<file path="config.mk">
export PLATFORM = sky130hd
export DESIGN_NAME = gmt_back_flat
export DESIGN_NICKNAME = d
export VERILOG_FILES = /design/src/gmt_pkg.sv /design/src/gmt_if.sv /design/src/gmt_back.sv /design/src/flat_wrapper.sv
export SDC_FILE = /design/constraint.sdc
export NUM_CORES = 1
export LEC_CHECK = 0
export ABC_AREA = 0
export BUFFER_PORTS_ARGS = -buffer_cell sky130_fd_sc_hd__buf_2
export CAP_MARGIN = 20
export CORE_ASPECT_RATIO = 0.8
export CORE_UTILIZATION = 57
export DETAILED_ROUTE_END_ITERATION = 6
export PLACE_DENSITY = 0.8
export SETUP_SLACK_MARGIN = 0.15
export SYNTH_ARGS = -nofsm -noshare
export SYNTH_HDL_FRONTEND = slang
export SYNTH_SLANG_ARGS = --single-unit
</file>
<file path="constraint.sdc">
create_clock -name clock -period 6.3 [get_ports clock]
set_clock_uncertainty 0.05 [all_clocks]
set_input_delay 0.63 -clock clock [delete_from_list [all_inputs] [get_ports clock]]
set_output_delay 0.63 -clock clock [all_outputs]
set_load 0.005 [all_outputs]
</file>
<file path="src/gmt_pkg.sv">
// Package of the gradient magnitude block: widths, register indexes, job type, states.
// Depends on nothing; used by every other file of the block but assert_macros.svh.
`default_nettype none

package gmt_pkg;

   localparam int MAX_WIDTH   = 1024;
   localparam int COL_W       = $clog2(MAX_WIDTH);
   localparam int ROW_W       = 12;
   localparam int PIX_W       = 8;
   localparam int MAG_W       = 13;
   localparam int CSR_W       = 13;
   localparam int CSR_IDX_W   = 2;
   localparam int WIDTH_W     = 11;
   localparam int HEIGHT_W    = 12;
   localparam int DIFF_W      = PIX_W + 1;
   localparam int SUMSQ_W     = 2 * PIX_W + 1;
   localparam int RAD_W       = SUMSQ_W + 8;
   localparam int TSQ_W       = 2 * MAG_W;
   localparam int QUEUE_DEPTH = 4;
   localparam int QPTR_W      = $clog2(QUEUE_DEPTH);
   localparam int MAG_MAX     = 5770;

   localparam logic [WIDTH_W-1:0]  WIDTH_RESET  = WIDTH_W'(640);
   localparam logic [HEIGHT_W-1:0] HEIGHT_RESET = HEIGHT_W'(480);
   localparam logic [WIDTH_W-1:0]  WIDTH_MAX    = WIDTH_W'(MAX_WIDTH);

   // Configuration register indexes.
   typedef enum logic [CSR_IDX_W-1:0] {
      CSR_IMAGE_WIDTH  = 2'd0,
      CSR_IMAGE_HEIGHT = 2'd1,
      CSR_THRESHOLD    = 2'd2
   } csr_index_type;

   // One result to be computed by the back end.
   typedef struct packed {
      logic signed [DIFF_W-1:0] dx;
      logic signed [DIFF_W-1:0] dy;
      logic [ROW_W-1:0]         row;
      logic [COL_W-1:0]         col;
      logic                     last;
      logic                     frame_done;
   } gmt_job_type;

   // Handshake between the front end and the queue.
   typedef struct packed {
      logic        valid;
      gmt_job_type job;
   } gmt_push_type;

   typedef enum logic [1:0] {
      F_IDLE,
      F_CALC,
      F_PUSH
   } front_state_type;

   typedef enum logic [1:0] {
      B_IDLE,
      B_ROOT,
      B_OUT
   } back_state_type;

endpackage

`default_nettype wire

</file>
<file path="src/gmt_if.sv">
// Channel interfaces of the gradient magnitude block: pixel input and result output.
// Depends on gmt_pkg for field widths.
`default_nettype none


interface gmt_result_if;
   import gmt_pkg::*;
   logic             valid;
   logic             ready;
   logic [MAG_W-1:0] magnitude;
   logic [ROW_W-1:0] out_row;
   logic [COL_W-1:0] out_column;
   logic             last_in_run;
   logic             frame_done;
   modport source (output valid, output magnitude, output out_row, output out_column,
                   output last_in_run, output frame_done, input ready);
   modport sink (input valid, input magnitude, input out_row, input out_column,
                 input last_in_run, input frame_done, output ready);
endinterface

`default_nettype wire

</file>
<file path="src/gmt_back.sv">
// Back end: squares the differences, takes the square root one bit pair a cycle,
// applies the threshold and holds the result item. Depends on gmt_pkg and gmt_if.
`default_nettype none

module gmt_back (
   input  wire                      clock,
   input  wire                      reset,
   input  wire [gmt_pkg::MAG_W-1:0] cfg_threshold,
   input  wire                      empty,
   input  gmt_pkg::gmt_job_type     head,
   output logic                     pop,
   gmt_result_if.source             rsp
);
   import gmt_pkg::*;

   back_state_type     state_ff, state_in;
   gmt_job_type        job_ff;
   logic [SUMSQ_W-1:0] sumsq_ff;
   logic [TSQ_W-1:0]   tsq_ff;
   logic [RAD_W-1:0]   rad_ff, rad_in;
   logic [RAD_W-1:0]   root_ff, root_in;
   logic [RAD_W-1:0]   bit_ff;
   logic               out_valid_ff;
   logic [MAG_W-1:0]   mag_ff;
   logic [ROW_W-1:0]   orow_ff;
   logic [COL_W-1:0]   ocol_ff;
   logic               olast_ff, odone_ff;

   logic [PIX_W-1:0]   adx, ady;
   logic [SUMSQ_W-1:0] sumsq;
   logic [RAD_W-1:0]   trial;
   logic               load_out;
   logic               below;

   // Squares of the job at the head of the queue.
   always_comb begin
      adx   = head.dx[DIFF_W-1] ? PIX_W'(-head.dx) : head.dx[PIX_W-1:0];
      ady   = head.dy[DIFF_W-1] ? PIX_W'(-head.dy) : head.dy[PIX_W-1:0];
      sumsq = SUMSQ_W'(adx) * SUMSQ_W'(adx) + SUMSQ_W'(ady) * SUMSQ_W'(ady);
   end

   // One restoring square root step.
   always_comb begin
      trial = root_ff + bit_ff;
      if (rad_ff >= trial) begin
         rad_in  = rad_ff - trial;
         root_in = (root_ff >> 1) + bit_ff;
      end else begin
         rad_in  = rad_ff;
         root_in = root_ff >> 1;
      end
      below = TSQ_W'({sumsq_ff, 8'b0}) <= tsq_ff;
   end

   // Next state.
   always_comb begin
      state_in = state_ff;
      unique case (state_ff)
         B_IDLE: begin
            if (!empty) begin
               state_in = B_ROOT;
            end
         end
         B_ROOT: begin
            if (bit_ff[0]) begin
               state_in = B_OUT;
            end
         end
         B_OUT: begin
            if (!out_valid_ff || rsp.ready) begin
               state_in = B_IDLE;
            end
         end
         default: state_in = B_IDLE;
      endcase
   end

   // State outputs.
   always_comb begin
      pop      = 1'b0;
      load_out = 1'b0;
      unique case (state_ff)
         B_IDLE: pop = !empty;
         B_ROOT: pop = 1'b0;
         B_OUT:  load_out = !out_valid_ff || rsp.ready;
         default: pop = 1'b0;
      endcase
   end

   always_ff @(posedge clock) begin
      if (reset) begin
         state_ff     <= B_IDLE;
         out_valid_ff <= 1'b0;
      end else begin
         state_ff <= state_in;
         if (load_out) begin
            out_valid_ff <= 1'b1;
         end else if (rsp.ready) begin
            out_valid_ff <= 1'b0;
         end
      end
   end

   // Square root datapath.
   always_ff @(posedge clock) begin
      if (pop) begin
         job_ff   <= head;
         sumsq_ff <= sumsq;
         tsq_ff   <= TSQ_W'(cfg_threshold) * TSQ_W'(cfg_threshold);
         rad_ff   <= {sumsq, 8'b0};
         root_ff  <= '0;
         bit_ff   <= RAD_W'(1) << (RAD_W - 1);
      end else if (state_ff == B_ROOT) begin
         rad_ff  <= rad_in;
         root_ff <= root_in;
         bit_ff  <= bit_ff >> 2;
      end
   end

   // Result register.
   always_ff @(posedge clock) begin
      if (load_out) begin
         mag_ff   <= below ? '0 : root_ff[MAG_W-1:0];
         orow_ff  <= job_ff.row;
         ocol_ff  <= job_ff.col;
         olast_ff <= job_ff.last;
         odone_ff <= job_ff.frame_done;
      end
   end

   assign rsp.valid       = out_valid_ff;
   assign rsp.magnitude   = mag_ff;
   assign rsp.out_row     = orow_ff;
   assign rsp.out_column  = ocol_ff;
   assign rsp.last_in_run = olast_ff;
   assign rsp.frame_done  = odone_ff;

endmodule

`default_nettype wire

</file>
<file path="src/flat_wrapper.sv">
// flat-port wrapper written by rule: the top's interface ports become plain ports
module gmt_back_flat import gmt_pkg::*;
  (clock, reset, cfg_threshold, empty, head, pop, rsp_valid, rsp_magnitude, rsp_out_row, rsp_out_column, rsp_last_in_run, rsp_frame_done, rsp_ready);
  gmt_result_if rsp_i ();
  input  wire clock;
  input  wire reset;
  input  wire [gmt_pkg::MAG_W-1:0] cfg_threshold;
  input  wire empty;
  input  gmt_pkg::gmt_job_type head;
  output logic pop;
  output wire logic [$bits(rsp_i.valid)-1:0] rsp_valid;
  output wire logic [$bits(rsp_i.magnitude)-1:0] rsp_magnitude;
  output wire logic [$bits(rsp_i.out_row)-1:0] rsp_out_row;
  output wire logic [$bits(rsp_i.out_column)-1:0] rsp_out_column;
  output wire logic [$bits(rsp_i.last_in_run)-1:0] rsp_last_in_run;
  output wire logic [$bits(rsp_i.frame_done)-1:0] rsp_frame_done;
  input wire logic [$bits(rsp_i.ready)-1:0] rsp_ready;
  assign rsp_valid = rsp_i.valid;
  assign rsp_magnitude = rsp_i.magnitude;
  assign rsp_out_row = rsp_i.out_row;
  assign rsp_out_column = rsp_i.out_column;
  assign rsp_last_in_run = rsp_i.last_in_run;
  assign rsp_frame_done = rsp_i.frame_done;
  assign rsp_i.ready = rsp_ready;
  gmt_back u_core (.clock(clock), .reset(reset), .cfg_threshold(cfg_threshold), .empty(empty), .head(head), .pop(pop), .rsp(rsp_i));
endmodule
</file>
# Word level (Yosys, flattened, before mapping)
# Index checks and enable logic that the tools add are counted.
# classes
order_cmp,2
reduce_logical,10
n_mul,3
mux,14
n_eq_ne,5
n_addsub,6
# op_table
op,count
$mux W25,4
$mul A8 B8 Y16,2
$le A25 B26 Y1,1
$mul A13 B13 Y26,1
$add A24 B25 Y25,1
$add A25 B25 Y25,1
$ge A25 B25 Y1,1
$sub A25 B25 Y25,1
$add A16 B16 Y17,1
$mux W8,2
$neg A8 Y8,2
$mux W2,3
$pmux W2 S3,1
$reduce_bool A2 Y1,3
$mux W1,4
$ne A2 B1 Y1 const B,2
$reduce_and A2 Y1,2
$reduce_and A3 Y1,1
$eq A2 B1 Y1 const B,1
$eq A2 B2 Y1 const B,1
$logic_not A1 Y1,2
$logic_not A2 Y1,1
$ne A2 B2 Y1 const B,1
$logic_or A1 B1 Y1,1
# totals
output_inout_bits,39
regBits,170

# Longest topological paths before layout
# Gate-level depths: netlist of run 1.
# logic_depth
depth_word,5
ltp_mapped,26
mapped_depth_nobuf,26

# Worst setup path before layout of run 1
# No wires, ideal clock.
# synth_timing
kind,input -> register
startpoint,in head[38] in the netlist's numbering
endpoint,reg u_core.rad_ff[23] (data pin)
setup_ns,0.264
arrival_time_ns,6.300
n_path_buf,0
stages,22
t_required_ns,5.986
slack_ns,-0.315
path_cell_list,or3_1 -> o21ai_0 -> xor2_1 -> inv_1 -> nand2_1 -> fa_1 -> fa_1 -> fa_1 -> inv_1 -> fa_1 -> fa_1 -> inv_1 -> fa_1 -> inv_1 -> ha_1 -> a21oi_1 -> o21ai_0 -> a21oi_1 -> o211a_1 -> o21ai_0 -> xor2_1 -> o2bb2ai_1
# synth_via
elab_chain_cells,5
# synth_lines
element,line_no,text
from (decl),flat_wrapper.sv:9,input gmt_pkg::gmt_job_type head;
$neg A8 Y8,gmt_back.sv:37,adx = head.dx[DIFF_W-1] ? PIX_W'(-head.dx) : head.dx[PIX_W-1:0];
$mux W8 *,gmt_back.sv:37,
$mul A8 B8 Y16 *,gmt_back.sv:39,sumsq = SUMSQ_W'(adx) * SUMSQ_W'(adx) + SUMSQ_W'(ady) * SUMSQ_W'(ady);
$add A16 B16 Y17 *,gmt_back.sv:39,
net u_core.sumsq[15],gmt_back.sv:30,logic [SUMSQ_W-1:0] sumsq;
$mux W25 *,gmt_back.sv:106,if (pop) begin
to (signal assigned),gmt_back.sv:110,"rad_ff <= {sumsq, 8'b0};"
to (signal assigned),gmt_back.sv:114,rad_ff <= rad_in;
to (decl),gmt_back.sv:20,"logic [RAD_W-1:0] rad_ff, rad_in;"
# The timed path passes the listed nets; every way through them passes the cells marked *.
# A chain may end at the register's enable or synchronous reset.

# Worst setup path after layout of run 1
# layout_timing
startpoint,in head[24] in the netlist's numbering
endpoint,reg u_core.rad_ff[22] (data pin)
# layout_via
elab_chain_cells,5
# layout_lines
element,line_no,text
$neg A8 Y8,gmt_back.sv:38,ady = head.dy[DIFF_W-1] ? PIX_W'(-head.dy) : head.dy[PIX_W-1:0];
$mux W8 *,gmt_back.sv:38,
$mul A8 B8 Y16 *,gmt_back.sv:39,
$add A16 B16 Y17 *,gmt_back.sv:39,
net u_core.sumsq[14],gmt_back.sv:30,
$mux W25 *,gmt_back.sv:106,
# Marks and branches as above.

==> run summary, run 1 <==
The run finished with clean final reports. The most numerous cell type found on the critical path is fa_1. The tools report the critical path capture point type as a register.

After clock tree synthesis, the clock-pin slew on the worst setup and hold paths is 80 ps. The clock drives 169 sinks. The congestion estimate from routability-driven global placement came to 0.901. For this run, the leading register cell type out of synthesis is edfxtp_1. After layout, the worst path uses 97.6% of the clock period. The clock passes through at most 2 buffers. The tools report the number of antenna violations at the first check in global routing as 0. The min-delay analysis places its worst path in the category in -> reg. For the instance count of the mapped netlist, the log shows 1755. The tools report the number of pins with negative max-slew slack in the final report as 0.

The number of H-tree levels was 4; the highest clock frequency the design can meet was 163 MHz. Entering global routing, the biggest net connects 81 pins. The logs give 0 for the number of design rule violations left after detail routing and 38600 um for the routed wire length. After detailed routing, the number of vias per cell comes to 5.64.

Counting flops with a built-in enable in the synthesized netlist gives 120. The die is 157 um tall. Along the worst path, the maximum fanout reaches 4. The cell sitting at the root of the clock tree is a clkbuf_16. Input and output buffers added on the ports amount to 97. Leaving out fill and tap cells, the most frequent cell in the layout is inv_1. TritonCTS built the clock tree. The area growth from synthesis to layout is 15.4%. The number of nets in the synthesized netlist is 2179. The share of synthesized area occupied by flip-flops and latches came out at 26.8%. The average wire length per cell after detail routing came out at 16.7 um. Traced cell by cell, the critical path runs through buf_4, nor3_4, nand2_2, o31ai_4, xor2_2, nor2_2, fa_1, fa_1, fa_1, fa_2, fa_1, inv_1, fa_2, inv_1, ha_4, buf_4, nand3_1, o21ai_1, a41oi_2, buf_4, a22oi_2, a32o_1. The initial utilization of the core area, before any placement, comes to 58.1%. The run gives 6450 ps as the required time of the critical path.

After the first detailed-routing iteration, the DRC count stood at 851. The worst path needs 6150 ps of the cycle, external delays included. TritonCTS created 17 clock buffers. Dividing the synthesized area by the synthesized cell count gives 9.74 um^2. STA classifies the critical path startpoint as an input pin. For the overall via count from detail_route, the log shows 13100. The count of hold-fix buffers inserted at cts came out at 0.

Pin placement for this block handled 98 I/O pins. The combined area of all synthesized cells was 17100 um^2; the number of buffers and inverters on the critical path was 5. Setup violations remaining at the end of the flow were counted as 0. The number of hold violations in the final report is 0. For the final routed database, the setup TNS stands at 0 ps. In this run the core area contains 56 standard-cell rows. The run gives 0 as the count of max-cap constraint violations. In this run the standard cell core region covers 29400 um^2. The tools report the number of distinct library cells after synthesis as 75. At the end of the flow, the number of nets in the layout was 2349. For this run the aggregate overflow at the end of global routing stands at 0.

Of all flip-flops after synthesis, the portion carrying an async set or reset was 0%. Synthesis-stage register bit count: 169. The first global-routing pass estimated 63200 um of wire. The critical path's largest stage delay is 570 ps, and the remaining antenna violation count after routing is 0. The half-perimeter wire length of the detailed placement result is 29800 um, and the final antenna diode count is 0. The cell type of the slowest stage on the worst timing path was fa_2. The worst pin sits at a relative slew slack of 33.8%.

Broken down by cell family, the worst path's largest delay share belongs to adder cells. The die is 196 um wide. The total global-route track usage is 25.6%. In the layout the commonest cells are 264 x inv_1, 184 x ha_1, 166 x fa_1, 154 x nand2_1, 120 x edfxtp_1. At the end of the flow the core is filled with cells to 67.0%. At the worst endpoint, the arrival time is 6300 ps. Setup repair after global routing could not meet its margin everywhere. At the later pin of the worst-skew pair, clock insertion delay measures 440 ps.

The transition time at the pin with the least slew margin works out to 993 ps. The layout cell share with drive strength beyond 1 was 17.2%; the number of global-route vias before repair was 13100. The worst setup path is of the in -> reg kind. The floorplan die area is 30700 um^2.

On the final layout, the worst hold slack is 313 ps. The iteration count of the initial detailed-routing pass was 5. The number of warnings printed during yosys synthesis was 0.

The layout has 2185 filler cells.
layout make-up:
type                       instances  area [um^2]  area share, %
multi-input combinational       1264        11700           59.5
sequential                       169         4580           23.2
timing repair buffer             196         1240           6.31
inverter                         277         1050           5.32
tap                              377          472           2.39
clock buffer                      17          425           2.16
clock inverter                    15          208           1.05
synthesized netlist by cell type (17+ instances only):
cell type,n,area (um^2)
clkbuf_1,36,135
a21oi_1,89,445
nor3_1,18,90.1
a21o_1,26,195
o21ai_0,64,320
nand3_1,18,90.1
inv_1,276,1040
o21bai_1,19,143
xnor2_1,57,499
ha_1,191,2390
edfxtp_1,120,3600
nor2_1,113,424
nand2b_1,17,106
fa_1,174,3480
xor2_1,59,517
dfxtp_1,49,981
and2_1,62,388
nand2_1,161,604
path summary, 6_finish.rpt:
kind | from | cells past startpoint | to | slack (ps)
max | head[24] | 22 | u_core.rad_ff[22] | 150
min | head[13] | 1 | u_core.job_ff[13] | 310
max reg2reg | u_core.root_ff[2] | 18 | u_core.root_ff[8] | 800
min reg2reg | u_core.job_ff[6] | 0 | u_core.rsp.out_column[4] | 370
kinds of logic after synthesis:
group	count (synthesis)	share of synthesized area (%)
XOR/XNOR	116	5.94
adder cells (fa/ha/maj)	365	34.4
flip-flops	169	26.8
multiplexers	7	0.425
AND/OR/NAND/NOR	449	12.4
buffers and inverters	322	7.26
AO/OA/AOI/OAI	327	12.8
registers in the layout, summed over array words and instances, names as in the netlist, 2 cells and up:
register,cells
u_core.sumsq_ff,17
u_core.rsp.out_row,12
u_core.state_ff,2
u_core.rsp.out_column,10
u_core.rsp.magnitude,13
u_core.job_ff,24
u_core.tsq_ff,25
u_core.bit_ff,13
u_core.root_ff,25
u_core.rad_ff,25
timing repair:
item / in CTS / in global routing
pin swaps: 4 / 49
gates resized for setup: 4 / 68
buffers inserted: 0 / 15
endpoints found under the setup margin: 4 / 15
routing by layer:
layer | vias to the layer above | routed length [um] | track usage [%]
li1 | 6244 | - | -
met5 | - | 0 | 0
met4 | 0 | 570 | 5.81
met1 | 6374 | 17000 | 34.2
met3 | 49 | 2040 | 3.69
met2 | 385 | 19000 | 44.2
per-stage QoR:
| stage | std cells | setup slack (ps) | area (um^2) |
|---|---|---|---|
| 2_1_floorplan | 1755 | 97.5 | 17300 |
| 3_3_place_gp | 2268 | -188 | 18700 |
| 3_5_place_dp | 2268 | -352 | 18700 |
| 4_1_cts | 2300 | 176 | 19400 |
| 5_1_grt | 2315 | -10.1 | 19700 |
| 6_report | 2315 | 151 | 19700 |
Power of run 1 is not shown: default switching activity piles up to over one toggle a cycle in this logic, so the estimate is an artifact.
==> inputs of run 2 (changes only) <==
--- a/config.mk
+++ b/config.mk
@@ -10,8 +10,9 @@
 export CAP_MARGIN = 20
 export CORE_ASPECT_RATIO = 0.8
-export CORE_UTILIZATION = 57
+export CORE_UTILIZATION = 60
 export DETAILED_ROUTE_END_ITERATION = 6
-export PLACE_DENSITY = 0.8
+export PLACE_DENSITY = 0.81
 export SETUP_SLACK_MARGIN = 0.15
+export SKIP_LAST_GASP = 1
 export SYNTH_ARGS = -nofsm -noshare
 export SYNTH_HDL_FRONTEND = slang
==> constraint.sdc (replaced) <==
create_clock -name clock -period 7.3 [get_ports clock]
set_clock_uncertainty 0.05 [all_clocks]
set_input_delay 1.46 -clock clock [delete_from_list [all_inputs] [get_ports clock]]
set_output_delay 1.46 -clock clock [all_outputs]
set_load 0.005 [all_outputs]
==> run summary, run 2 (synthesized netlist as in run 1, its figures left out) <==
The run finished with clean final reports. The required time of the critical path is 7540 ps. In this run the clock root is driven by a clkbuf_16. The post-route netlist has 15.5% of its cells at a drive strength greater than 1.

The die outline height was 153 um; the number of design rule violations left after detail routing was 0. The overall via count from detail_route is 13100. The most used cell along the critical path was fa_1.

Dividing the final minimum period by the clock period gives 96.2%. Summed over all layers, the global routing overflow is 0. The number of antenna violations at the first check in global routing came out at 0. The run gives 0 as the number of pins with negative max-slew slack in the final report.

The clock passes through at most 2 buffers. Setup violations remaining at the end of the flow were counted as 0. For the total global-route track usage, the log shows 27.1%. At the pin with the least slew margin, the transition time is 1010 ps. Timing analysis after detailed placement gives a worst setup slack of -343 ps. Counting I/O delays and the setup requirement, the final critical path takes 7020 ps. The H-tree was split into 4 levels. Once detail routing completed, the nets flagged for antenna violations numbered 0. The top cell types in the final layout, fill and taps aside, are 270 x inv_1, 188 x ha_1, 171 x fa_1, 155 x nand2_1, 120 x edfxtp_1.

The first global-routing pass estimated 63800 um of wire. Launching element type of the critical path: an input pin. The congestion estimate from routability-driven global placement came to 0.908. The clock net in this run drives a total of 169 sinks. The number of antenna diodes in the final layout is 0.

At the end of the flow the core is filled with cells to 70.5%. The floorplan die area came out at 29200 um^2. The clock slew seen by the registers of the worst setup and hold paths was 70 ps; the maximum number of pins on one net before global-route repair was 78. The finished cells cover 19500 um^2. The top-level port count was 98. The library cell used most frequently in the layout, excluding fill and tap cells, is inv_1. The tools report the iteration count of the initial detailed-routing pass as 6. Dividing the detail-routed wire length by the instance count gives 16.8 um.

The tools report the count of max-cap constraint violations as 0. The critical path capture point type was a register. The number of hold violations in the final report is 0.

After the first detailed-routing iteration, the DRC count stood at 831. The worst max-slew margin expressed relative to the limit came out at 32.6%. The startpoint-to-endpoint class of the critical path is in -> reg. The initial utilization of the core area, before any placement, comes to 61.9%. The area after detailed placement is 18600 um^2.

The number of nets in the final layout was 2339; the critical path's largest stage delay was 550 ps. The largest registers in the layout are u_core.rad_ff x25, u_core.root_ff x25, u_core.tsq_ff x25. For the site row count, the log shows 54.

The arrival time of data at the critical path endpoint is 7270 ps, and the half-perimeter wire length of the detailed placement result is 29900 um. Total core area: 27600 um^2. The vias per cell is 5.74. The run gives 440 ps as the clock latency reported for the late side of the worst-skew pair.

The worst hold path belongs to the class reg -> reg. Layout-stage area growth over the synthesis result: 14.0%. TritonCTS built the clock tree. Count of buffers inserted at the top-level ports: 97. The highest clock frequency the design can meet was 142 MHz. In this run, CTS created clock tree buffers numbering 17.

The logs give 13500 for the number of global-route vias before repair and 0 for the count of hold-fix buffers inserted at cts. From left edge to right edge, the die measures 191 um. In this run the worst path has a maximum fanout of 4.

The slowest stage of the critical path belongs to the cell fa_1. For the smallest setup slack after layout, the log shows 278 ps. For the routed wire length, the log shows 38500 um.

Setup repair after global routing could not meet its margin everywhere. The tightest hold path in the finished design has a slack of 372 ps.
==> run 2: worst paths after layout <==
kind	startpoint	endpoint	slack [ps]	cells after the start
max	head[33]	u_core.rad_ff[23]	280	25
min	u_core.job_ff[9]	u_core.rsp.out_column[7]	370	0
max reg2reg	u_core.root_ff[2]	u_core.rad_ff[24]	1590	20
min reg2reg	u_core.job_ff[9]	u_core.rsp.out_column[7]	370	0
==> run 2: repair_timing <==
action | CTS | global route
setup buffers | 0 | 11
setup endpoints to repair | 3 | 14
pin swaps | 2 | 41
gates resized for setup | 1 | 47
==> run 2: layout make-up <==
type / instances / area, um^2
multi-input combinational: 1264 / 11600
sequential: 169 / 4580
timing repair buffer: 186 / 1160
clock inverter: 15 / 211
fill: 1992 / 8150
tap: 364 / 455
inverter: 277 / 1050
clock buffer: 17 / 425
==> run 2: metrics by stage <==
step                      setup TNS [ps]  cells
after floorplan                        0   1755
after global placement              -840   2248
after detailed placement           -2680   2248
after CTS                              0   2280
after global routing                   0   2292
final                                  0   2292
==> run 2: critical path: cells and delay by family <==
| family | cells | cell delay, ps |
|---|---|---|
| buffers and inverters | 7 | 560 |
| and+or+nand+nor | 2 | 480 |
| AOI/OAI and AO/OA | 7 | 1120 |
| adders and majority gates | 7 | 3300 |
| xor gates and xnor gates | 2 | 340 |
==> run 2: per-layer routing <==
layer,track usage [%],wire length (um)
met1,36.8,17200
met5,0,0
met2,46.3,18600
met3,3.49,2170
met4,5.49,515
Power of run 2 is left out for the same reason.
