$ cat config.mk
export PLATFORM = sky130hd
export DESIGN_NAME = gmt_queue
export DESIGN_NICKNAME = d
export VERILOG_FILES = /design/src/gmt_pkg.sv /design/src/gmt_queue.sv
export SDC_FILE = /design/constraint.sdc
export NUM_CORES = 1
export LEC_CHECK = 0
export ABC_AREA = 1
export BUFFER_PORTS_ARGS = -buffer_cell sky130_fd_sc_hd__buf_2
export CELL_PAD_IN_SITES_DETAIL_PLACEMENT = 1
export CELL_PAD_IN_SITES_GLOBAL_PLACEMENT = 1
export CORE_MARGIN = 10
export CORE_UTILIZATION = 50
export CTS_CLUSTER_SIZE = 12
export DETAILED_ROUTE_END_ITERATION = 7
export GPL_TIMING_DRIVEN = 0
export MAX_ROUTING_LAYER = met4
export PLACE_DENSITY_LB_ADDON = 0.25
export SLEW_MARGIN = 5
export SYNTH_ARGS = -nofsm -noshare
export SYNTH_HDL_FRONTEND = slang
export SYNTH_SLANG_ARGS = --single-unit
$ cat constraint.sdc
create_clock -name clock -period 6.4 [get_ports clock]
set_input_delay 1.28 -clock clock [delete_from_list [all_inputs] [get_ports clock]]
set_output_delay 1.28 -clock clock [all_outputs]
set_load 0.02 [all_outputs]
$ cat src/gmt_pkg.sv
// Package of the gradient magnitude block: widths, register indexes, job type, states.
// Depends on nothing; used by every other file of the block but assert_macros.svh.
`default_nettype none

package gmt_pkg;

   localparam int MAX_WIDTH   = 1024;
   localparam int COL_W       = $clog2(MAX_WIDTH);
   localparam int ROW_W       = 12;
   localparam int PIX_W       = 8;
   localparam int MAG_W       = 13;
   localparam int CSR_W       = 13;
   localparam int CSR_IDX_W   = 2;
   localparam int WIDTH_W     = 11;
   localparam int HEIGHT_W    = 12;
   localparam int DIFF_W      = PIX_W + 1;
   localparam int SUMSQ_W     = 2 * PIX_W + 1;
   localparam int RAD_W       = SUMSQ_W + 8;
   localparam int TSQ_W       = 2 * MAG_W;
   localparam int QUEUE_DEPTH = 4;
   localparam int QPTR_W      = $clog2(QUEUE_DEPTH);
   localparam int MAG_MAX     = 5770;

   localparam logic [WIDTH_W-1:0]  WIDTH_RESET  = WIDTH_W'(640);
   localparam logic [HEIGHT_W-1:0] HEIGHT_RESET = HEIGHT_W'(480);
   localparam logic [WIDTH_W-1:0]  WIDTH_MAX    = WIDTH_W'(MAX_WIDTH);

   // Configuration register indexes.
   typedef enum logic [CSR_IDX_W-1:0] {
      CSR_IMAGE_WIDTH  = 2'd0,
      CSR_IMAGE_HEIGHT = 2'd1,
      CSR_THRESHOLD    = 2'd2
   } csr_index_type;

   // One result to be computed by the back end.
   typedef struct packed {
      logic signed [DIFF_W-1:0] dx;
      logic signed [DIFF_W-1:0] dy;
      logic [ROW_W-1:0]         row;
      logic [COL_W-1:0]         col;
      logic                     last;
      logic                     frame_done;
   } gmt_job_type;

   // Handshake between the front end and the queue.
   typedef struct packed {
      logic        valid;
      gmt_job_type job;
   } gmt_push_type;

   typedef enum logic [1:0] {
      F_IDLE,
      F_CALC,
      F_PUSH
   } front_state_type;

   typedef enum logic [1:0] {
      B_IDLE,
      B_ROOT,
      B_OUT
   } back_state_type;

endpackage

`default_nettype wire

$ cat src/gmt_queue.sv
// Short job queue between the front end and the back end.
// Depends on gmt_pkg for the job type and depth.
`default_nettype none

module gmt_queue (
   input  wire                   clock,
   input  wire                   reset,
   input  gmt_pkg::gmt_push_type push,
   output logic                  full,
   input  wire                   pop,
   output logic                  empty,
   output gmt_pkg::gmt_job_type  head
);
   import gmt_pkg::*;

   gmt_job_type       slot_ff [QUEUE_DEPTH];
   logic [QPTR_W-1:0] wr_ff, wr_in, rd_ff, rd_in;
   logic [QPTR_W:0]   count_ff, count_in;
   logic              do_push, do_pop;

   // Pointer and fill bookkeeping.
   always_comb begin
      full     = count_ff == (QPTR_W + 1)'(QUEUE_DEPTH);
      empty    = count_ff == '0;
      do_push  = push.valid && !full;
      do_pop   = pop && !empty;
      wr_in    = do_push ? wr_ff + 1'b1 : wr_ff;
      rd_in    = do_pop ? rd_ff + 1'b1 : rd_ff;
      count_in = count_ff + (QPTR_W + 1)'(do_push) - (QPTR_W + 1)'(do_pop);
      head     = slot_ff[rd_ff];
   end

   always_ff @(posedge clock) begin
      if (reset) begin
         wr_ff    <= '0;
         rd_ff    <= '0;
         count_ff <= '0;
      end else begin
         wr_ff    <= wr_in;
         rd_ff    <= rd_in;
         count_ff <= count_in;
      end
   end

   always_ff @(posedge clock) begin
      if (do_push) begin
         slot_ff[wr_ff] <= push.job;
      end
   end

endmodule

`default_nettype wire

# Word level (Yosys, flattened, before mapping)

Memories as Yosys holds them, arrays and structs flattened. A register that Yosys moved wholly into a read port is not among the register bits.
Cells that the tools add are included.
W data, S select, Z words.

Bits in writable memories: 168
Memories kept: 1
Latch bits: 0
Bits in registers: 7
ROM bits: 0

Memories:

| name    | depth | width | read ports | clocked after memory_dff | wr ports | RTL line        | RTL |
|---|---|---|---|---|---|---|---|
| slot_ff | 4     | 42    | 1          | 1                        | 1        | gmt_queue.sv:16 | `gmt_job_type slot_ff [QUEUE_DEPTH];` |

Shifts and indexed selects: 0
Add/subtract/negate cells: 4
Reductions and logical operators: 5
Eq/ne operators: 1
Mux-type cells: 4
$mul: 0
Bitwise gates (word level): 0
Div/mod/pow operators: 0
Magnitude comparators: 0

Operator list:

| operator              | count |
|---|---|
| $add A2 B1 Y2 const B | 2 |
| $mux W2               | 2 |
| $add A3 B1 Y3         | 1 |
| $eq A3 B3 Y1 const B  | 1 |
| $logic_not A3 Y1      | 1 |
| $sub A3 B1 Y3         | 1 |
| $logic_and A1 B1 Y1   | 2 |
| $logic_not A1 Y1      | 2 |
| $mux W1               | 2 |

# Depth between registers and ports, before layout

Gate-level depths: netlist of run 1.

Depth after elaboration: 5
Depth in mapped cells: 11
Depth with buffers taken out: 11

# Worst setup path before layout of run 1

No wires, ideal clock.

Path type: input to register
From: input port push[42] (netlist bit)
To: memory slot_ff[0][0] (netlist bit), enable pin
Library setup time: 441 ps
Data required time: 5959 ps
Cell stages on the path: 2
Setup slack: 2792 ps
Data arrival time: 3166 ps
Path through: nand2_1 -> nor2_1

Word-level cells in the longest chain between the ends: 3

Ends and longest elaborated chain:

| what                          | RTL line        | RTL |
|---|---|---|
| from (decl)                   | gmt_queue.sv:8  | `input gmt_pkg::gmt_push_type push,` |
| $logic_and A1 B1 Y1           | gmt_queue.sv:25 | `do_push = push.valid && !full;` |
| $mux W1                       | gmt_queue.sv:46 | `if (do_push) begin` |
| $mux W1 (not written as such) | gmt_queue.sv:47 | `slot_ff[wr_ff] <= push.job;` |
| to (decl)                     | gmt_queue.sv:16 |  |

No other way between the ends.

==> metrics.yaml, run 1 <==
status: "completed"
dr.pass1.iters: 5
tns_ns: 0
syn_area_per_cell_um2: 14.4
vias_per_cell: 5.62
grt_antenna_before_repair: 1
syn_nets: 528
mostFrequentLayoutCells: "edfxtp_1, buf_2, nor2_1, o21ai_0, o22ai_1"
cts_resized: 0
power_density_mw_per_mm2: 423
drv_slew: 0
yosysWarnings: 0
htree_levels: 4
clock_power_share_pct: 30.7
critPathMaxFanout: 10
drt-total-wl_um: 17500
finalSetupViolCount: 0
gr-usage-all-layers_pct: 19.5
p_int_w: 0.00236
path_cells: "inv_1 > clkbuf_1 > o21ai_1 > o22ai_1 > buf_2"
drcViolationCount: 0
cts_tree: "yes"
cts_root_buffer: "clkbuf_16"
layout_commonest_cell: "edfxtp_1"
clk_latency_ns: 0.43
rsz0062_at_grt: "no"
netlist.area_leader.share_pct: 73.6
synthDistinctLibCells: 20
finalNetCount: 640
portBuffers: 89
cts_setup_buffers: 0
vias: 4374
numCtsBuffers: 17
core_mm2: 0.0133
rows: 42
postSynthCellCount: 475
grt_overflow: 0
p_leak_nw: 2.95
finalCriticalPeriod_ns: 3.48
slowest_delay_ns: 0.49
die_h_um: 137
hold_path.class: "reg -> reg"
synth_top_cell_by_area: "edfxtp_1"
max-vdd-ir-drop_mv: 0.198
critPathSlowestCell: "clkbuf_1"
fin_ws_ns: 2.92
synth.cell_area_mm2: 0.00685
max_freq_mhz: 287
pin_count: 90
drtIter0Drc: 366
grt_pass1_wl_um: 26500
arrival_ns: 2.20
p_sw_w: 0.00114
die-area_mm2: 0.0188
slew_headroom_pct: 48.6
grt_pass1_vias: 4780
pwr-share-comb_pct: 27.7
clk_pin_slew_ns: 0.06
die_w_um: 137
period_share_pct: 54.4
fin_skew_ns: 0.00510
ys_ff_latch: 177
drv_cap: 0
syn2layout_area_growth_pct: 20.4
start_kind: "flip-flop"
swShare_pct: 32.5
ant_nets: 0
synthTopCellsByArea: "edfxtp_1, nor2_1, o21ai_0"
place_ws_ns: 3.38
start_util_pct: 51.3
layout-drive-gt1-share_pct: 26.8
clk_path_buf_depth: 2
critical_path_class: "reg -> out"
holdBufCountCts: 0
clock-sinks: 177
power_w: 0.00349
tightest_slew_ns: 0.769
hpwl_um: 10800
seqPwrFrac_pct: 41.6
ys_seq_area_share_pct: 76.2
final_hold_viol_count: 0
cp-end-kind: "output pin"
required_ns: 5.12
globalplace.congestion: 0.739
grt_max_degree: 27
wire_per_inst_um: 22.5
## per-stage QoR
step / instances / instance area (µm²) / util [%] / hold WS [ns]
2_1_floorplan: 475 / 6850 / - / 0.448
3_3_place_gp: 740 / 7520 / 56.3 / 0.464
3_5_place_dp: 744 / 7630 / 57.2 / 0.504
4_1_cts: 776 / 8250 / 61.8 / 0.518
5_1_grt: 777 / 8250 / 61.8 / 0.563
6_report: 778 / 8250 / 61.8 / 0.542
## registers in the layout, summed over array words and instances, names as in the netlist, named ones only
signal,cells
slot_ff,168
count_ff,3
wr_ff,2
rd_ff,2
## final cells by class
| cell class | count | area (µm²) |
|---|---|---|
| buffer | 26 | 176 |
| multi-input combinational | 252 | 1400 |
| clock buffer | 17 | 425 |
| sequential | 177 | 5230 |
| fill | 1321 | 5100 |
| antenna | 2 | 5.00 |
| clock inverter | 15 | 193 |
| tap | 176 | 220 |
| timing repair buffer | 93 | 526 |
| inverter | 20 | 77.6 |
## cell usage after synthesis (all sizes together)
library cell	instances
a21oi	5
buf	13
clkbuf	13
dfxtp	9
edfxtp	168
fa	1
ha	6
inv	20
nand2	12
nand3	4
nor2	98
o21ai	84
o22ai	42
## per-layer routing
layer | global-route usage [%] | routed length [µm]
met5 | - | 0
met4 | 7.08 | 284
met2 | 33.6 | 9250
met1 | 22.1 | 7150
met3 | 4.00 | 856
## cells by family (layout without fill, tap and decap cells)
logic type	Yosys count	after routing	synth area share [%]
flip-flops	177	177	76.2
other	0	2	0
AO/OA/AOI/OAI	131	131	11.2
AND/OR/NAND/NOR	114	114	7.41
adder cells (fa/ha/maj)	7	7	1.39
buffers and inverters	46	171	3.71
## path summary, 6_finish.rpt
kind | from | end | slack [ns] | cells after the start
max | flip-flop | head[8] | 2.92 | 5
min | rd_ff[0] | flip-flop | 0.54 | 2
max reg2reg | count_ff[1] | count_ff[2] | 4.16 | 10
min reg2reg | rd_ff[0] | flip-flop | 0.54 | 2
## worst max-delay path: cells and delay by family, from the launching register on
| family | cells | cell delay [ns] |
|---|---|---|
| buf+inv | 3 | 0.91 |
| compound gates | 2 | 0.46 |
| flops | 1 | 0.39 |
## power by group through the flow
stage / clock network (W) / logic (W) / registers, W
3_5_place_dp: 0 / 0.000968 / 0.00148
5_1_grt: 0.00113 / 0.00105 / 0.00146
2_1_floorplan: 0 / 0.000602 / 0.00147
4_1_cts: 0.00109 / 0.000981 / 0.00145
3_3_place_gp: 0 / 0.000905 / 0.00148
6_report: 0.00107 / 0.000966 / 0.00145
(Power assumes the default switching activity.)
==> run 2: changes to the inputs <==
--- a/config.mk
+++ b/config.mk
@@ -5,7 +5,7 @@
 export SDC_FILE = /design/constraint.sdc
 export NUM_CORES = 1
 export LEC_CHECK = 0
-export ABC_AREA = 1
+export ABC_AREA = 0
 export BUFFER_PORTS_ARGS = -buffer_cell sky130_fd_sc_hd__buf_2
 export CELL_PAD_IN_SITES_DETAIL_PLACEMENT = 1
 export CELL_PAD_IN_SITES_GLOBAL_PLACEMENT = 1
==> constraint.sdc (replaced) <==
create_clock -name clock -period 3.6 [get_ports clock]
set_input_delay 0.72 -clock clock [delete_from_list [all_inputs] [get_ports clock]]
set_output_delay 0.72 -clock clock [all_outputs]
set_load 0.02 [all_outputs]
==> run 2 against run 1 <==
Against the previous run:
- clock power is 78% higher
- power rose by 69%
- synthesized cell count fell by 43%
- die area fell by 3.2%
- cell area is 3.6% lower
- critical path type unchanged
- critical endpoint is now head[9]
==> metrics.yaml, run 2 <==
vias: 3053  # -30%
start_kind: "flip-flop"
netlist.area_leader.share_pct: 76.5  # +2.9 points
holdBufCountCts: 0  # unchanged
max_freq_mhz: 388
layout_commonest_cell: "edfxtp_1"
slowest_delay_ns: 0.37  # -0.12 ns
htree_levels: 4  # unchanged
finalNetCount: 435  # -32%
swShare_pct: 27.4  # -5.1 points
clock-sinks: 177  # unchanged
grt_antenna_before_repair: 0  # -1
vias_per_cell: 5.38  # -4.2%
syn_nets: 324  # -39%
gr-usage-all-layers_pct: 15.7  # -3.8 points
path_cells: "clkbuf_1 > buf_2 > mux4_2 > buf_2"
numCtsBuffers: 17  # unchanged
clk_path_buf_depth: 2  # unchanged
postSynthCellCount: 271  # -43%
hold_path.class: "in -> reg"
pwr-share-comb_pct: 24.8  # -2.9 points
period_share_pct: 71.6
p_int_w: 0.00429  # +82%
path_delay_family: "buffers and inverters"
num_antenna_cells: 0  # -2
regMostFlops: "slot_ff"
rsz0062_at_grt: "no"
cts_root_buffer: "clkbuf_16"
rows: 41  # -2.4%
drt-total-wl_um: 13100  # -25%
die_w_um: 135  # -1.6%
syn_area_per_cell_um2: 24.3  # +69%
synthArstFlopShare_pct: 0  # unchanged
wire_per_inst_um: 23.1  # +2.7%
finalSetupViolCount: 0  # unchanged
globalplace.congestion: 0.724  # -1.9%
p_leak_nw: 2.72  # -7.8%
critPathMaxFanout: 10  # unchanged
synth_edf_count: 168  # unchanged
mostFrequentLayoutCells: "edfxtp_1, buf_2, mux4_2, clkbuf_16, dfxtp_1"
core_mm2: 0.0128  # -4.3%
arrival_ns: 1.86  # -0.34 ns
start_util_pct: 51.6  # +0.29 points
drv_cap: 0  # unchanged
ys_seq_area_share_pct: 79.2  # +3.0 points
largestRegisters: "slot_ff x168, count_ff x3"
cts_setup_buffers: 0  # unchanged
portBuffers: 88  # -1.1%
synthTopCellsByArea: "edfxtp_1, mux4_2, dfxtp_1"
fin_util_pct: 62.3  # +0.46 points
ys_ff_latch: 177  # unchanged
cp-end-kind: "output pin"
status: "completed"
drtIter0Drc: 212  # -42%
required_ns: 2.88  # -2.24 ns
largest_reg_flops: 168  # unchanged
hpwl_um: 8570  # -21%
synth_most_common_cell: "edfxtp_1"
layout-drive-gt1-share_pct: 45.1  # +18 points
drv_slew: 0  # unchanged
p_sw_w: 0.00162  # +43%
synth_top_cell_by_area: "edfxtp_1"
grt_pass1_vias: 3454  # -28%
die_h_um: 135  # -1.6%
crit_top_cell: "buf_2"
syn2layout_area_growth_pct: 20.6
seqPwrFrac_pct: 43.1  # +1.5 points
die-area_mm2: 0.0182  # -3.2%
power_density_mw_per_mm2: 743  # +76%
slew_headroom_pct: 63.0  # +14 points
clock_power_share_pct: 32.2  # +1.5 points
critPathSlowestCell: "mux4_2"
finalCriticalPeriod_ns: 2.58
cts_resized: 0  # unchanged
final_hold_viol_count: 0  # unchanged
ant_nets: 0  # unchanged
dr.pass1.iters: 4  # -1
critical_path_class: "reg -> out"
synth-main-ff-cell: "edfxtp_1"
tns_ns: 0  # unchanged
drcViolationCount: 0  # unchanged
grt_max_degree: 28  # +3.7%
yosysWarnings: 0  # unchanged
cts_tree: "yes"
crit_buf_inv: 3  # unchanged
tightest_slew_ns: 0.554  # -0.214 ns
clk_pin_slew_ns: 0.06  # about the same
fin_skew_ns: 0.00835  # +0.00325 ns
pin_count: 90  # unchanged
grt_pass1_wl_um: 20300  # -23%
grt_overflow: 0  # unchanged
max-vdd-ir-drop_mv: 0.359  # +81%
clk_latency_ns: 0.42  # about the same
synthDistinctLibCells: 25  # +25%
synthTopCellsByCount: "edfxtp_1, mux4_2, dfxtp_1"
synth.cell_area_mm2: 0.00660  # -3.8%
## run 2: cell types whose count changed in the layout (fill, tap and decap cells not counted), moves of 4 or more
cell	change
o22ai_1	-32
o22ai_2	-10
nand3_1	-4
nand2_1	-11
nor2_4	-14
and2_2	+4
buf_6	-5
clkbuf_1	-10
o21ai_1	-22
mux4_2	+40
inv_1	-11
o21ai_0	-60
nor2_1	-80
## run 2: metal layers
metal / global-route usage [%] / part of all wire (%) / up-vias
met5: - / 0 / -
li1: - / - / 1354
met4: 6.17 / 1.3 / 0
met1: 18.3 / 41 / 1607
met2: 25.4 / 53 / 78
met3: 4.60 / 4.8 / 14
## run 2: through the flow
step                area, µm²  worst slack [ns]  total power, W  instances  hold slack (ns)
finish                   7960              1.02         0.00591        567            0.508
global route             7960             0.899         0.00618        567            0.492
CTS                      7960             0.977         0.00600        567            0.487
detailed placement       7340             0.921         0.00409        535            0.517
global placement         7250             0.172         0.00403        531            0.489
floorplan                6600              1.14         0.00361        271            0.459
## run 2: final timing paths
check	startpoint	endpoint	slack, ns	cells after the start
min reg2reg	wr_ff[1]	wr_ff[1]	0.52	2
max	flip-flop	head[9]	1.02	4
min	push[29]	slot_ff[0][29]	0.51	1
max reg2reg	count_ff[1]	count_ff[2]	1.23	10
## run 2: final cells by class
class	instances	area [µm²]
plain buffers	11	119
well taps	172	215
multi-input cells	75	1230
inverters	8	30.0
clock buffers	18	429
clock inverters	14	190
repair buffers	92	520
fillers	1074	4820
flip-flops and latches	177	5230
## run 2: cell families (layout without fill, tap and decap cells)
kind of cell    count (synthesis)  after routing  synth area share [%]
xor+xnor                        3              3                 0.398
buf+inv                        19            143                  2.26
compound gates                  5              5                 0.493
mux                            43             43                  14.6
flops                         177            177                  79.2
fa+ha+maj                       7              7                  1.44
simple gates                   17             17                  1.57
## run 2: power groups by stage
stage | registers, W | clock network [W] | logic (W)
6_report | 0.00255 | 0.00190 | 0.00146
5_1_grt | 0.00256 | 0.00203 | 0.00159
4_1_cts | 0.00255 | 0.00194 | 0.00151
3_5_place_dp | 0.00259 | 0 | 0.00150
3_3_place_gp | 0.00258 | 0 | 0.00145
2_1_floorplan | 0.00257 | 0 | 0.00105
==> run 3: changes to the inputs <==
--- a/config.mk
+++ b/config.mk
@@ -5,12 +5,12 @@
 export SDC_FILE = /design/constraint.sdc
 export NUM_CORES = 1
 export LEC_CHECK = 0
-export ABC_AREA = 0
+export ABC_AREA = 1
 export BUFFER_PORTS_ARGS = -buffer_cell sky130_fd_sc_hd__buf_2
 export CELL_PAD_IN_SITES_DETAIL_PLACEMENT = 1
 export CELL_PAD_IN_SITES_GLOBAL_PLACEMENT = 1
 export CORE_MARGIN = 10
-export CORE_UTILIZATION = 50
+export CORE_UTILIZATION = 47
 export CTS_CLUSTER_SIZE = 12
 export DETAILED_ROUTE_END_ITERATION = 7
 export GPL_TIMING_DRIVEN = 0
==> constraint.sdc (replaced) <==
create_clock -name clock -period 2.4 [get_ports clock]
set_input_delay 0.48 -clock clock [delete_from_list [all_inputs] [get_ports clock]]
set_output_delay 0.48 -clock clock [all_outputs]
set_load 0.02 [all_outputs]
==> run 3 against run 2 <==
Against the previous run:
- register-to-register slack got worse by 1.0 ns
- non-clock buffer count increased by 16
- clock power increased by 48%
- critical endpoint is now head[8]
==> metrics.yaml, run 3 (synthesized netlist as in run 1, its figures left out) <==
status: "completed"
critPathMaxFanout: 10  # unchanged
cp-end-kind: "output pin"
dr.pass1.iters: 4  # unchanged
grt_pass1_wl_um: 26500  # +30%
regMostFlops: "slot_ff"
max_freq_mhz: 436
dr_wl_met3_um: 771  # +22%
layout-drive-gt1-share_pct: 28.7  # -16 points
hold_path.class: "in -> reg"
holdBufCountCts: 0  # unchanged
p_leak_nw: 2.98  # +9.6%
core_mm2: 0.0144  # +13%
start_kind: "flip-flop"
globalplace.congestion: 0.754  # +4.2%
pin_count: 90  # unchanged
layout_commonest_cell: "edfxtp_1"
vias: 4246  # +39%
start_util_pct: 47.5  # -4.1 points
htree_levels: 4  # unchanged
grt_pass1_vias: 4856  # +41%
grt_overflow: 0  # unchanged
place_ws_ns: 0.192  # -0.730 ns
ff2ff_path_depth: 9  # -1
rows: 44  # +7.3%
critical_path_class: "reg -> out"
finalCriticalPeriod_ns: 2.29
wl_met2_um: 9170  # +32%
hold_slack_ns: 0.231  # -0.278 ns
clk_path_buf_depth: 2  # unchanged
top_layer: "met4"
hpwl_um: 10800  # +26%
drv_cap: 0  # unchanged
mostFrequentLayoutCells: "edfxtp_1, buf_2, nor2_1, o21ai_0, o22ai_1"
grt_max_degree: 27  # -3.6%
endpoint: "head[8]"
required_ns: 1.92  # -0.96 ns
arrival_ns: 1.81  # -0.05 ns
rsz0062_at_grt: "no"
final_hold_viol_count: 0  # unchanged
clk_latency_ns: 0.43  # about the same
clk_pin_slew_ns: 0.06  # about the same
drtIter0Drc: 370  # +75%
fin_skew_ns: 0.00596  # -0.00239 ns
drt-total-wl_um: 16900  # +29%
drv_slew: 0  # unchanged
grt_antenna_before_repair: 0  # unchanged
drcViolationCount: 0  # unchanged
wl_met1_um: 6720  # +25%
finalSetupViolCount: 0  # unchanged
ff2ff_setup_slack_ns: 0.21  # -1.02 ns
max-vdd-ir-drop_mv: 0.538  # +50%
clock-sinks: 177  # unchanged
die-area_mm2: 0.0198  # +8.9%
largestRegisters: "slot_ff x168, count_ff x3"
slew_headroom_pct: 48.0  # -15 points
finalNetCount: 640  # +47%
portBuffers: 89  # +1.1%
cts_tree: "yes"
fin_util_pct: 57.3  # -5.0 points
rr_startpoint: "count_ff[1]"
power_density_mw_per_mm2: 1120  # +51%
num_antenna_cells: 0  # unchanged
die_w_um: 141  # +4.4%
numCtsBuffers: 17  # unchanged
ant_nets: 0  # unchanged
die_h_um: 141  # +4.4%
final_area_mm2: 0.00826  # +3.8%
gr-usage-all-layers_pct: 17.8  # +2.1 points
cts_root_buffer: "clkbuf_16"
placed_area_mm2: 0.00764  # +4.1%
tightest_slew_ns: 0.778  # +0.223 ns
timing.rr.end: "count_ff[2]"
syn2layout_area_growth_pct: 20.5  # about the same
largest_reg_flops: 168  # unchanged
wire_per_inst_um: 21.5  # -6.9%
fin_ws_ns: 0.107  # -0.916 ns
period_share_pct: 95.5
vias_per_cell: 5.42  # +0.71%
run 3: cell count changes in the layout (fill, tap and decap cells not counted), moves of 4 or more:
cell / change
nor2_1: +80
o21ai_0: +59
mux4_2: -40
o22ai_1: +32
o21ai_1: +23
nor2_4: +14
inv_1: +11
nand2_1: +11
clkbuf_2: +10
o22ai_2: +10
buf_6: +5
and2_2: -4
nand3_1: +4
run 3: final cells by class:
cell class	count	area, µm²
clock inverters	14	171
repair buffers	93	528
well taps	184	230
flip-flops and latches	177	5230
plain buffers	26	198
fillers	1422	6160
inverters	20	77.6
multi-input cells	252	1400
clock buffers	17	425
run 3: critical path: stages, from the launching register on:
cell and delay (ns):
dfxtp_1 0.46, clkbuf_2 0.31, o21ai_0 0.16, o22ai_1 0.24, buf_2 0.21
run 3: metrics by stage:
stage	TNS (ns)	std cells	total power (W)
after floorplan	-78.06	475	0.00552
after global placement	-344.59	748	0.00637
after detailed placement	0	752	0.00651
after CTS	0	783	0.00933
after global routing	0	783	0.00969
final	0	783	0.00925
run 3: layer usage:
layer | track usage (%) | vias to the layer above
met3 | 3.96 | 19
met5 | - | -
met4 | 5.71 | 0
met1 | 19.9 | 2145
li1 | - | 1975
met2 | 31.1 | 107
run 3: timing repair:
action | 4_1_cts | 5_1_grt
resized for setup | 12 | 9
setup buffers | 0 | 0
setup endpoints to repair | 39 | 16
run 3: worst min-delay path by stage:
| stage | startpoint | endpoint | cells after the start |
|---|---|---|---|
| final | reset | count_ff[0] | 2 |
| after global routing | reset | count_ff[1] | 2 |
| after CTS | reset | count_ff[0] | 2 |
| after detailed placement | rd_ff[0] | rd_ff[0] | 2 |
| after global placement | rd_ff[0] | rd_ff[0] | 2 |
| after floorplan | rd_ff[0] | flip-flop | 2 |
run 3: power by group:
| part | switching (W) | internal, W |
|---|---|---|
| Clock | 0.00111 | 0.00171 |
| Combinational | 0.00176 | 0.000806 |
| Sequential | 0.000109 | 0.00376 |
| Total | 0.00297 | 0.00628 |
